`src/sv/ppc_pkg.sv`:
```
// package for the pid position controller: field widths, register indexes, scaling constants
package ppc_pkg;

    localparam int TARGET_W   = 16;
    localparam int POS_W      = 12;
    localparam int CMD_W      = 16;
    localparam int ERR_OUT_W  = 13;
    localparam int GAIN_W     = 16;
    localparam int LIM_W      = 15;

    localparam int OUT_W      = CMD_W + POS_W + ERR_OUT_W;
    localparam int M_DATA_W   = ((OUT_W + 7) / 8) * 8;

    localparam int CFG_INDEX_W = 3;
    localparam int CFG_DATA_W  = 16;

    typedef enum logic [CFG_INDEX_W-1:0] {
        CFG_LOW_LIMIT     = 3'd0,
        CFG_HIGH_LIMIT    = 3'd1,
        CFG_P_GAIN        = 3'd2,
        CFG_I_GAIN        = 3'd3,
        CFG_D_GAIN        = 3'd4,
        CFG_COMMAND_LIMIT = 3'd5
    } cfg_index_t;

    localparam logic [POS_W-1:0] LOW_LIMIT_RST  = '0;
    localparam logic [POS_W-1:0] HIGH_LIMIT_RST = '1;

    // proportional term is /1024, integral term is /2048
    localparam int P_SHIFT = 10;
    localparam int I_SHIFT = 11;

    // integrator magnitude stays within 2048 * limit
    localparam int INT_W = LIM_W + I_SHIFT + 1;

    // derivative /40 done as /8 then /5 by reciprocal multiply
    localparam int D_PRE_SHIFT   = 3;
    localparam int D_MAG_W       = 21;
    localparam int D_OCT_W       = D_MAG_W - D_PRE_SHIFT;
    localparam int D_RECIP_W     = 16;
    localparam int D_RECIP_SHIFT = 18;
    localparam logic [D_RECIP_W-1:0] D_RECIP = 16'd52429;
    // 40 * 32768: any magnitude at or above this saturates at every limit
    localparam logic [D_MAG_W-1:0] D_SAT = 21'd1310720;

endpackage

```
`src/sv/pid_position_controller.sv`:
```
// pid position controller: target clamp, error, p/i/d terms and output clamp
//
// s_ channel carries one control tick per transaction: target position and feedback sample.
// m_ channel returns drive command, clamped target and position error per transaction.
// cfg_ channel writes limits and gains by register index; it is always ready and should only
// be used while no transaction is in flight. Unknown indexes are dropped.
// Pipeline: input register, product register, output register. One transaction per cycle is
// sustained unless a result is stalled; the three gain multiplies sit in the first
// stage, the divides, integrator and clamps in the second. The integrator and last error
// each feed back through a single register, so the rate is 1 per cycle when not stalled.
// When m_tready is low with a result waiting, the whole pipeline holds and s_tready drops;
// it rises again in the cycle the result is taken.
// Reset (aresetn low, synchronous) empties the pipeline, clears the integrator and last
// error, and restores limits 0..4095 with all gains and the command limit at zero.
module pid_position_controller #(
    parameter int SAMPLE_BITS = 12
) (
    input  logic                                 aclk,
    input  logic                                 aresetn,
    input  logic                                 s_tvalid,
    output logic                                 s_tready,
    // target_position [15:0], feedback_sample [16 +: SAMPLE_BITS], zero pad
    input  logic [((16 + SAMPLE_BITS + 7) / 8) * 8 - 1:0] s_tdata,
    output logic                                 m_tvalid,
    input  logic                                 m_tready,
    // drive_command [15:0], clamped_target [27:16], position_error [40:28], zero pad
    output logic [ppc_pkg::M_DATA_W-1:0]         m_tdata,
    input  logic                                 cfg_valid,
    output logic                                 cfg_ready,
    input  logic [ppc_pkg::CFG_INDEX_W-1:0]      cfg_index,
    input  logic [ppc_pkg::CFG_DATA_W-1:0]       cfg_data
);
    import ppc_pkg::*;

    localparam int ERR_W = ((SAMPLE_BITS > POS_W) ? SAMPLE_BITS : POS_W) + 1;
    localparam int PP_W  = ERR_W + GAIN_W + 1;
    localparam int DP_W  = ERR_W + GAIN_W + 2;
    localparam int PT_W  = PP_W - P_SHIFT;
    localparam int ACC_W = ((PP_W > INT_W) ? PP_W : INT_W) + 1;
    localparam int SUM_W = PT_W + 2;

    // configuration registers
    logic [POS_W-1:0]  low_limit_reg;
    logic [POS_W-1:0]  high_limit_reg;
    logic [GAIN_W-1:0] p_gain_reg;
    logic [GAIN_W-1:0] i_gain_reg;
    logic [GAIN_W-1:0] d_gain_reg;
    logic [LIM_W-1:0]  command_limit_reg;

    // pipeline control
    logic in_valid_reg;
    logic prod_valid_reg;
    logic out_valid_reg;
    logic advance;

    // stage 0: input register
    logic [TARGET_W-1:0]    target_reg;
    logic [SAMPLE_BITS-1:0] feedback_reg;

    // stage 1: products
    logic [POS_W-1:0]       clamped_next;
    logic signed [ERR_W-1:0] err_next;
    logic signed [ERR_W:0]  diff_next;
    logic signed [PP_W-1:0] p_prod_next;
    logic signed [PP_W-1:0] i_prod_next;
    logic signed [DP_W-1:0] d_prod_next;

    logic [POS_W-1:0]        clamped_reg;
    logic signed [ERR_W-1:0] err_reg;
    logic signed [PP_W-1:0]  p_prod_reg;
    logic signed [PP_W-1:0]  i_prod_reg;
    logic signed [DP_W-1:0]  d_prod_reg;

    // loop state
    logic signed [ERR_W-1:0] last_error_reg;
    logic signed [INT_W-1:0] integral_reg;
    logic signed [INT_W-1:0] integral_next;

    // stage 2 signals
    logic signed [PP_W-1:0]  p_biased;
    logic signed [PT_W-1:0]  p_term;
    logic signed [ACC_W-1:0] acc_sum;
    logic signed [ACC_W-1:0] acc_lim;
    logic signed [ACC_W-1:0] acc_clamped;
    logic signed [INT_W-1:0] i_biased;
    logic signed [CMD_W-1:0] i_term;
    logic                    d_neg;
    logic [DP_W-1:0]         d_mag;
    logic                    d_big;
    logic [D_OCT_W-1:0]      d_oct;
    logic [D_OCT_W+D_RECIP_W-1:0] d_quot_full;
    logic [CMD_W-1:0]        d_quot;
    logic [LIM_W-1:0]        d_mag_clamped;
    logic signed [CMD_W-1:0] d_term;
    logic signed [SUM_W-1:0] sum_raw;
    logic signed [SUM_W-1:0] sum_lim;
    logic signed [SUM_W-1:0] sum_clamped;
    logic signed [CMD_W-1:0] drive_next;

    // output register
    logic signed [CMD_W-1:0]     drive_reg;
    logic [POS_W-1:0]            out_target_reg;
    logic signed [ERR_OUT_W-1:0] out_error_reg;

    assign advance   = !out_valid_reg || m_tready;
    assign s_tready  = advance;
    assign m_tvalid  = out_valid_reg;
    assign cfg_ready = 1'b1;
    assign m_tdata   = {{(M_DATA_W - OUT_W){1'b0}}, out_error_reg, out_target_reg, drive_reg};

    always_ff @(posedge aclk) begin
        if (!aresetn) begin
            low_limit_reg     <= LOW_LIMIT_RST;
            high_limit_reg    <= HIGH_LIMIT_RST;
            p_gain_reg        <= '0;
            i_gain_reg        <= '0;
            d_gain_reg        <= '0;
            command_limit_reg <= '0;
        end else if (cfg_valid) begin
            case (cfg_index)
                CFG_LOW_LIMIT:     low_limit_reg     <= cfg_data[POS_W-1:0];
                CFG_HIGH_LIMIT:    high_limit_reg    <= cfg_data[POS_W-1:0];
                CFG_P_GAIN:        p_gain_reg        <= cfg_data[GAIN_W-1:0];
                CFG_I_GAIN:        i_gain_reg        <= cfg_data[GAIN_W-1:0];
                CFG_D_GAIN:        d_gain_reg        <= cfg_data[GAIN_W-1:0];
                CFG_COMMAND_LIMIT: command_limit_reg <= cfg_data[LIM_W-1:0];
                default: begin
                end
            endcase
        end
    end

    always_ff @(posedge aclk) begin
        if (!aresetn) begin
            in_valid_reg   <= 1'b0;
            prod_valid_reg <= 1'b0;
            out_valid_reg  <= 1'b0;
            last_error_reg <= '0;
            integral_reg   <= '0;
        end else if (advance) begin
            in_valid_reg   <= s_tvalid;
            prod_valid_reg <= in_valid_reg;
            out_valid_reg  <= prod_valid_reg;
            if (in_valid_reg) begin
                last_error_reg <= err_next;
            end
            if (prod_valid_reg) begin
                integral_reg <= integral_next;
            end
        end
    end

    // payload registers move with the pipeline, no reset needed
    always_ff @(posedge aclk) begin
        if (advance) begin
            target_reg     <= s_tdata[TARGET_W-1:0];
            feedback_reg   <= s_tdata[TARGET_W +: SAMPLE_BITS];
            clamped_reg    <= clamped_next;
            err_reg        <= err_next;
            p_prod_reg     <= p_prod_next;
            i_prod_reg     <= i_prod_next;
            d_prod_reg     <= d_prod_next;
            drive_reg      <= drive_next;
            out_target_reg <= clamped_reg;
            out_error_reg  <= err_reg[ERR_OUT_W-1:0];
        end
    end

    // stage 1: clamp target, form error and difference, three gain products
    always_comb begin
        if (target_reg > {{(TARGET_W - POS_W){1'b0}}, high_limit_reg}) begin
            clamped_next = high_limit_reg;
        end else if (target_reg < {{(TARGET_W - POS_W){1'b0}}, low_limit_reg}) begin
            clamped_next = low_limit_reg;
        end else begin
            clamped_next = target_reg[POS_W-1:0];
        end
        err_next = $signed({{(ERR_W - SAMPLE_BITS){1'b0}}, feedback_reg})
                 - $signed({{(ERR_W - POS_W){1'b0}}, clamped_next});
        diff_next = $signed({err_next[ERR_W-1], err_next})
                  - $signed({last_error_reg[ERR_W-1], last_error_reg});
        p_prod_next = err_next * $signed({1'b0, p_gain_reg});
        i_prod_next = err_next * $signed({1'b0, i_gain_reg});
        d_prod_next = diff_next * $signed({1'b0, d_gain_reg});
    end

    // stage 2: divides toward zero, integrator clamp, derivative clamp, sum clamp
    always_comb begin
        // bias negative values by divisor - 1 so the shift truncates toward zero
        p_biased = p_prod_reg + $signed({{(PP_W - P_SHIFT){1'b0}},
                                         {P_SHIFT{p_prod_reg[PP_W-1]}}});
        p_term   = p_biased[PP_W-1:P_SHIFT];

        acc_sum = $signed({{(ACC_W - INT_W){integral_reg[INT_W-1]}}, integral_reg})
                + $signed({{(ACC_W - PP_W){i_prod_reg[PP_W-1]}}, i_prod_reg});
        acc_lim = $signed({{(ACC_W - LIM_W - I_SHIFT){1'b0}}, command_limit_reg,
                           {I_SHIFT{1'b0}}});
        if (acc_sum > acc_lim) begin
            acc_clamped = acc_lim;
        end else if (acc_sum < -acc_lim) begin
            acc_clamped = -acc_lim;
        end else begin
            acc_clamped = acc_sum;
        end
        integral_next = acc_clamped[INT_W-1:0];
        i_biased = integral_next + $signed({{(INT_W - I_SHIFT){1'b0}},
                                            {I_SHIFT{integral_next[INT_W-1]}}});
        i_term   = i_biased[INT_W-1:I_SHIFT];

        d_neg = d_prod_reg[DP_W-1];
        d_mag = d_neg ? DP_W'(-d_prod_reg) : DP_W'(d_prod_reg);
        d_big = d_mag >= {{(DP_W - D_MAG_W){1'b0}}, D_SAT};
        d_oct = d_mag[D_MAG_W-1:D_PRE_SHIFT];
        d_quot_full = d_oct * D_RECIP;
        d_quot = d_quot_full[D_RECIP_SHIFT +: CMD_W];
        if (d_big || (d_quot > {1'b0, command_limit_reg})) begin
            d_mag_clamped = command_limit_reg;
        end else begin
            d_mag_clamped = d_quot[LIM_W-1:0];
        end
        d_term = d_neg ? -$signed({1'b0, d_mag_clamped}) : $signed({1'b0, d_mag_clamped});

        sum_raw = $signed({{(SUM_W - PT_W){p_term[PT_W-1]}}, p_term})
                + $signed({{(SUM_W - CMD_W){i_term[CMD_W-1]}}, i_term})
                + $signed({{(SUM_W - CMD_W){d_term[CMD_W-1]}}, d_term});
        sum_lim = $signed({{(SUM_W - LIM_W){1'b0}}, command_limit_reg});
        if (sum_raw > sum_lim) begin
            sum_clamped = sum_lim;
        end else if (sum_raw < -sum_lim) begin
            sum_clamped = -sum_lim;
        end else begin
            sum_clamped = sum_raw;
        end
        drive_next = sum_clamped[CMD_W-1:0];
    end

endmodule

```
`config.mk`:
```
export PLATFORM = sky130hd
export DESIGN_NAME = pid_position_controller
export DESIGN_NICKNAME = d
export VERILOG_FILES = /design/src/sv/ppc_pkg.sv /design/src/sv/pid_position_controller.sv
export SDC_FILE = /design/constraint.sdc
export NUM_CORES = 2
export LEC_CHECK = 0
export ABC_AREA = 1
export BUFFER_PORTS_ARGS = -buffer_cell sky130_fd_sc_hd__buf_2
export CELL_PAD_IN_SITES_DETAIL_PLACEMENT = 1
export CELL_PAD_IN_SITES_GLOBAL_PLACEMENT = 1
export CORE_UTILIZATION = 40
export DETAILED_ROUTE_END_ITERATION = 8
export PLACE_DENSITY_LB_ADDON = 0.05
export SKIP_CTS_REPAIR_TIMING = 1
export SYNTH_ARGS = -nofsm -noshare
export SYNTH_HDL_FRONTEND = slang
export SYNTH_SLANG_ARGS = --single-unit
export TNS_END_PERCENT = 100
```
`constraint.sdc`:
```
create_clock -name aclk -period 13.2 [get_ports aclk]
set_input_delay 1.98 -clock aclk [delete_from_list [all_inputs] [get_ports aclk]]
set_output_delay 1.98 -clock aclk [all_outputs]
set_load 0.03 [all_outputs]
```
==> metrics.md <==
| Metric | Value |
|---|---|
| Outcome | completed |
| Clock tree from TritonCTS | yes |
| Simple-gate area share of the yosys netlist | 17.8% |
| Yosys cell types | 57 |
| Critical path buffers and inverters | 11 |
| Total number of yosys warnings | 0 |
| CTS clk-pin slew, worst paths | 0.07 ns |
| Routability Congestion | between 0.8 and 0.9 |
| Instance count on the critical path | 65 |
| Max_slew headroom | between 20 and 30% |
| Mapped cell area | 47500 um^2 |
| DR pass1 iterations | 5 |
| Synth Area in Compound Gates | 8.85% |
| Hold WC Path Type | register to register |
| Wire length reported by the detailed router | 155000 um |
| Share of synthesized flip-flops with an asynchronous set or reset | 0% |
| Worst hold path stage count | 0 |
| Post-Route Skew | 0.0204 ns |
| Crit Path Class | register to register |
| Pre-CTS worst setup slack | 0.174 ns |
| Final-stage net count | just over 7000 |
| Via count | approximately 39000 |
| Largest fanout of any net on the critical path | 15 |
| Final routed DRC violation total | 0 |
| Buffer levels on the longest clock path | 3 |
| Final max-slew violation count | 0 |
| Fillers | between 10000 and 15000 |
| Post-route insts no fill | approximately 7500 |
| Floorplan row count | 126 |
| Hold slack final | 0.413 ns |
| H-tree levels | 2 |
| Placed Cells incl. Taps | approximately 7400 |
| Post-synthesis instance total | 5863 |
| Post-Synthesis Mean Instance Area | around 8.1 um^2 |
| Horizontal die dimension | 347 um |
| Largest net degree at the start of global routing | 127 |
| Fraction of synthesized cell area in xor and xnor cells | 3.48% |
| Final worst-path cycle share | 95.3% |
| Actual slew at the worst max-slew pin | roughly 1.1 ns |
| Dominant cell type by count on the critical path | nand2_1 |
| Floorplan core area | around 120000 um^2 |
| Count of pins on the block boundary | 107 |
| Vias/cell | 5.18 |
| Starting density of the core | 40.3% |
| Total congestion overflow after global routing | 0 |
| Overall fraction of global-route tracks in use | 25.8% |
| Total setup violations reported at the end of the flow | 0 |
| Post-layout utilization of the core | 43.9% |
| Number of input and output port buffers inserted | 94 |
| Clock insertion delay at the later pin of the skew report | approximately 0.63 ns |
| Critical path's top delay family | adder cells |
| Antenna-violating nets left | 0 |
| Layout-stage area growth over the synthesis result | 8.80% |
| Synth Area in Adders | 42.2% |
| Vias in the first global route | 40400 |
| Seq cells post-synth | 315 |
| Total number of clock tree sinks | roughly 320 |
| Crit. End Element | register |
| R2r worst-path depth | 65 |
| Die span in y | 347 um |
| Iteration-0 DRC Markers | 1869 |
| Max capacitance violation total | 0 |
| Number of buffers added by the clock tree synthesis step | 41 |
| Fraction of layout instances using a drive strength above 1 | 7.09% |
| Floorplan die area | 120000 um^2 |
| Slowest cell on the critical path | fa_1 |
| Number of flip-flops in the largest register | 31 |
| Multiplexer share of the synthesized area | 0% |
| Critical path arrival | ~13 ns |
| Final period demand of the worst path | 12.58 ns |
| Post-route setup slack | 0.619 ns |
| Largest incremental delay on the critical path | between 0.5 and 0.6 ns |
| Count of flip-flops with a built-in enable after synthesis | 185 |
| Final number of hold-violating endpoints | 0 |
| Wire length per cell after detailed routing | just over 20 um |
| Type of element launching the critical path | register |
| CP required | about 14 ns |
| Combinational family with the most area after synthesis | adder cells |
| Sequential area share after synthesis | about 17% |
| Total half-perimeter wirelength after legalization and detailed placement | 126000 um |
| Clock tree root driver cell | clkbuf_16 |
| Number of antenna violations at the first check in global routing | 13 |
| Max Fclk | 0.0795 GHz |
| Wire length of the first global-routing pass | 239000 um |
| Most used DFF post-synth | edfxtp_1 |
-- synth_stat cells (17+ instances only) --
cell	instances	area share (%)
nor2_2	20	0.26
dfxtp_1	130	5.5
inv_2	17	0.13
ha_1	662	17
a21oi_1	354	3.7
nand3_1	170	1.8
xnor2_1	57	1.1
nand4_1	44	0.58
o21ai_0	251	2.6
nand2_1	1181	9.3
inv_1	1121	8.9
xor2_1	129	2.4
fa_1	588	25
nor2_1	485	3.8
o21bai_1	24	0.38
o211ai_1	32	0.51
nor3_1	35	0.37
clkbuf_1	143	1.1
edfxtp_1	185	12
or2_2	18	0.24
nand2_2	28	0.37
-- path summary, 6_finish.rpt --
check	from	endpoint	slack, ns
setup / recovery	d_prod_reg[6]$_DFFE_PN_	drive_reg[1]$_DFFE_PN_	0.62
hold / removal	err_reg[1]$_DFFE_PN_	out_error_reg[1]$_DFFE_PN_	0.41
setup reg to reg	d_prod_reg[6]$_DFFE_PN_	drive_reg[1]$_DFFE_PN_	0.62
hold reg to reg	err_reg[1]$_DFFE_PN_	out_error_reg[1]$_DFFE_PN_	0.41
-- per-layer routing --
layer | global-route usage [%] | routed length, um | vias to the layer above
li1 | - | - | 18600
met1 | 36.8 | 73800 | 19400
met2 | 41.5 | 70200 | 745
met3 | 3.39 | 7750 | 159
met4 | 5.77 | 3370 | 0
met5 | 0 | 0 | -
-- cell type report --
class / count / area (um^2) / share of cell area, %
clock inverters: 23 / 355 / 0.687
flip-flops and latches: 315 / 8160 / 15.8
inverters: 1143 / 4300 / 8.31
well taps: 1536 / 1920 / 3.72
multi-input cells: 4243 / 34700 / 67.0
clock buffers: 53 / 1110 / 2.15
diodes: 3 / 7.51 / 0.0145
repair buffers: 189 / 1220 / 2.35
-- stage by stage --
stage,cell area [um^2],setup TNS (ns)
floorplan,47600,0
global placement,49800,0
detailed placement,49800,0
CTS,51300,0
global route,51700,-0.147
finish,51700,0
-- cells by family (layout without fill, tap and decap cells) --
kind of cell	after synthesis	count (layout)
compound gates	760	760
xor+xnor	187	187
fa+ha+maj	1250	1250
buf+inv	1311	1408
flops	315	315
other cells	2	11
simple gates	2038	2038
-- cells in the final DEF, fill, tap and decap left out, types with 16 or more instances in the layout --
cell / Yosys / final
nand2_1: 1181 / 1177
inv_1: 1121 / 1119
ha_1: 662 / 656
fa_1: 588 / 588
nor2_1: 485 / 476
a21oi_1: 354 / 351
o21ai_0: 251 / 244
edfxtp_1: 185 / 185
nand3_1: 170 / 170
dfxtp_1: 130 / 130
xor2_1: 129 / 122
buf_4: 8 / 94
buf_2: 7 / 93
xnor2_1: 57 / 55
nand4_1: 44 / 44
clkbuf_16: 0 / 42
nor3_1: 35 / 32
o211ai_1: 32 / 32
nand2_2: 28 / 31
nor2_2: 20 / 28
o21bai_1: 24 / 24
or2_2: 18 / 18
inv_2: 17 / 18
o21ai_1: 12 / 16
Power is not shown: default switching activity piles up to over one toggle a cycle in this logic, so the estimate is an artifact.
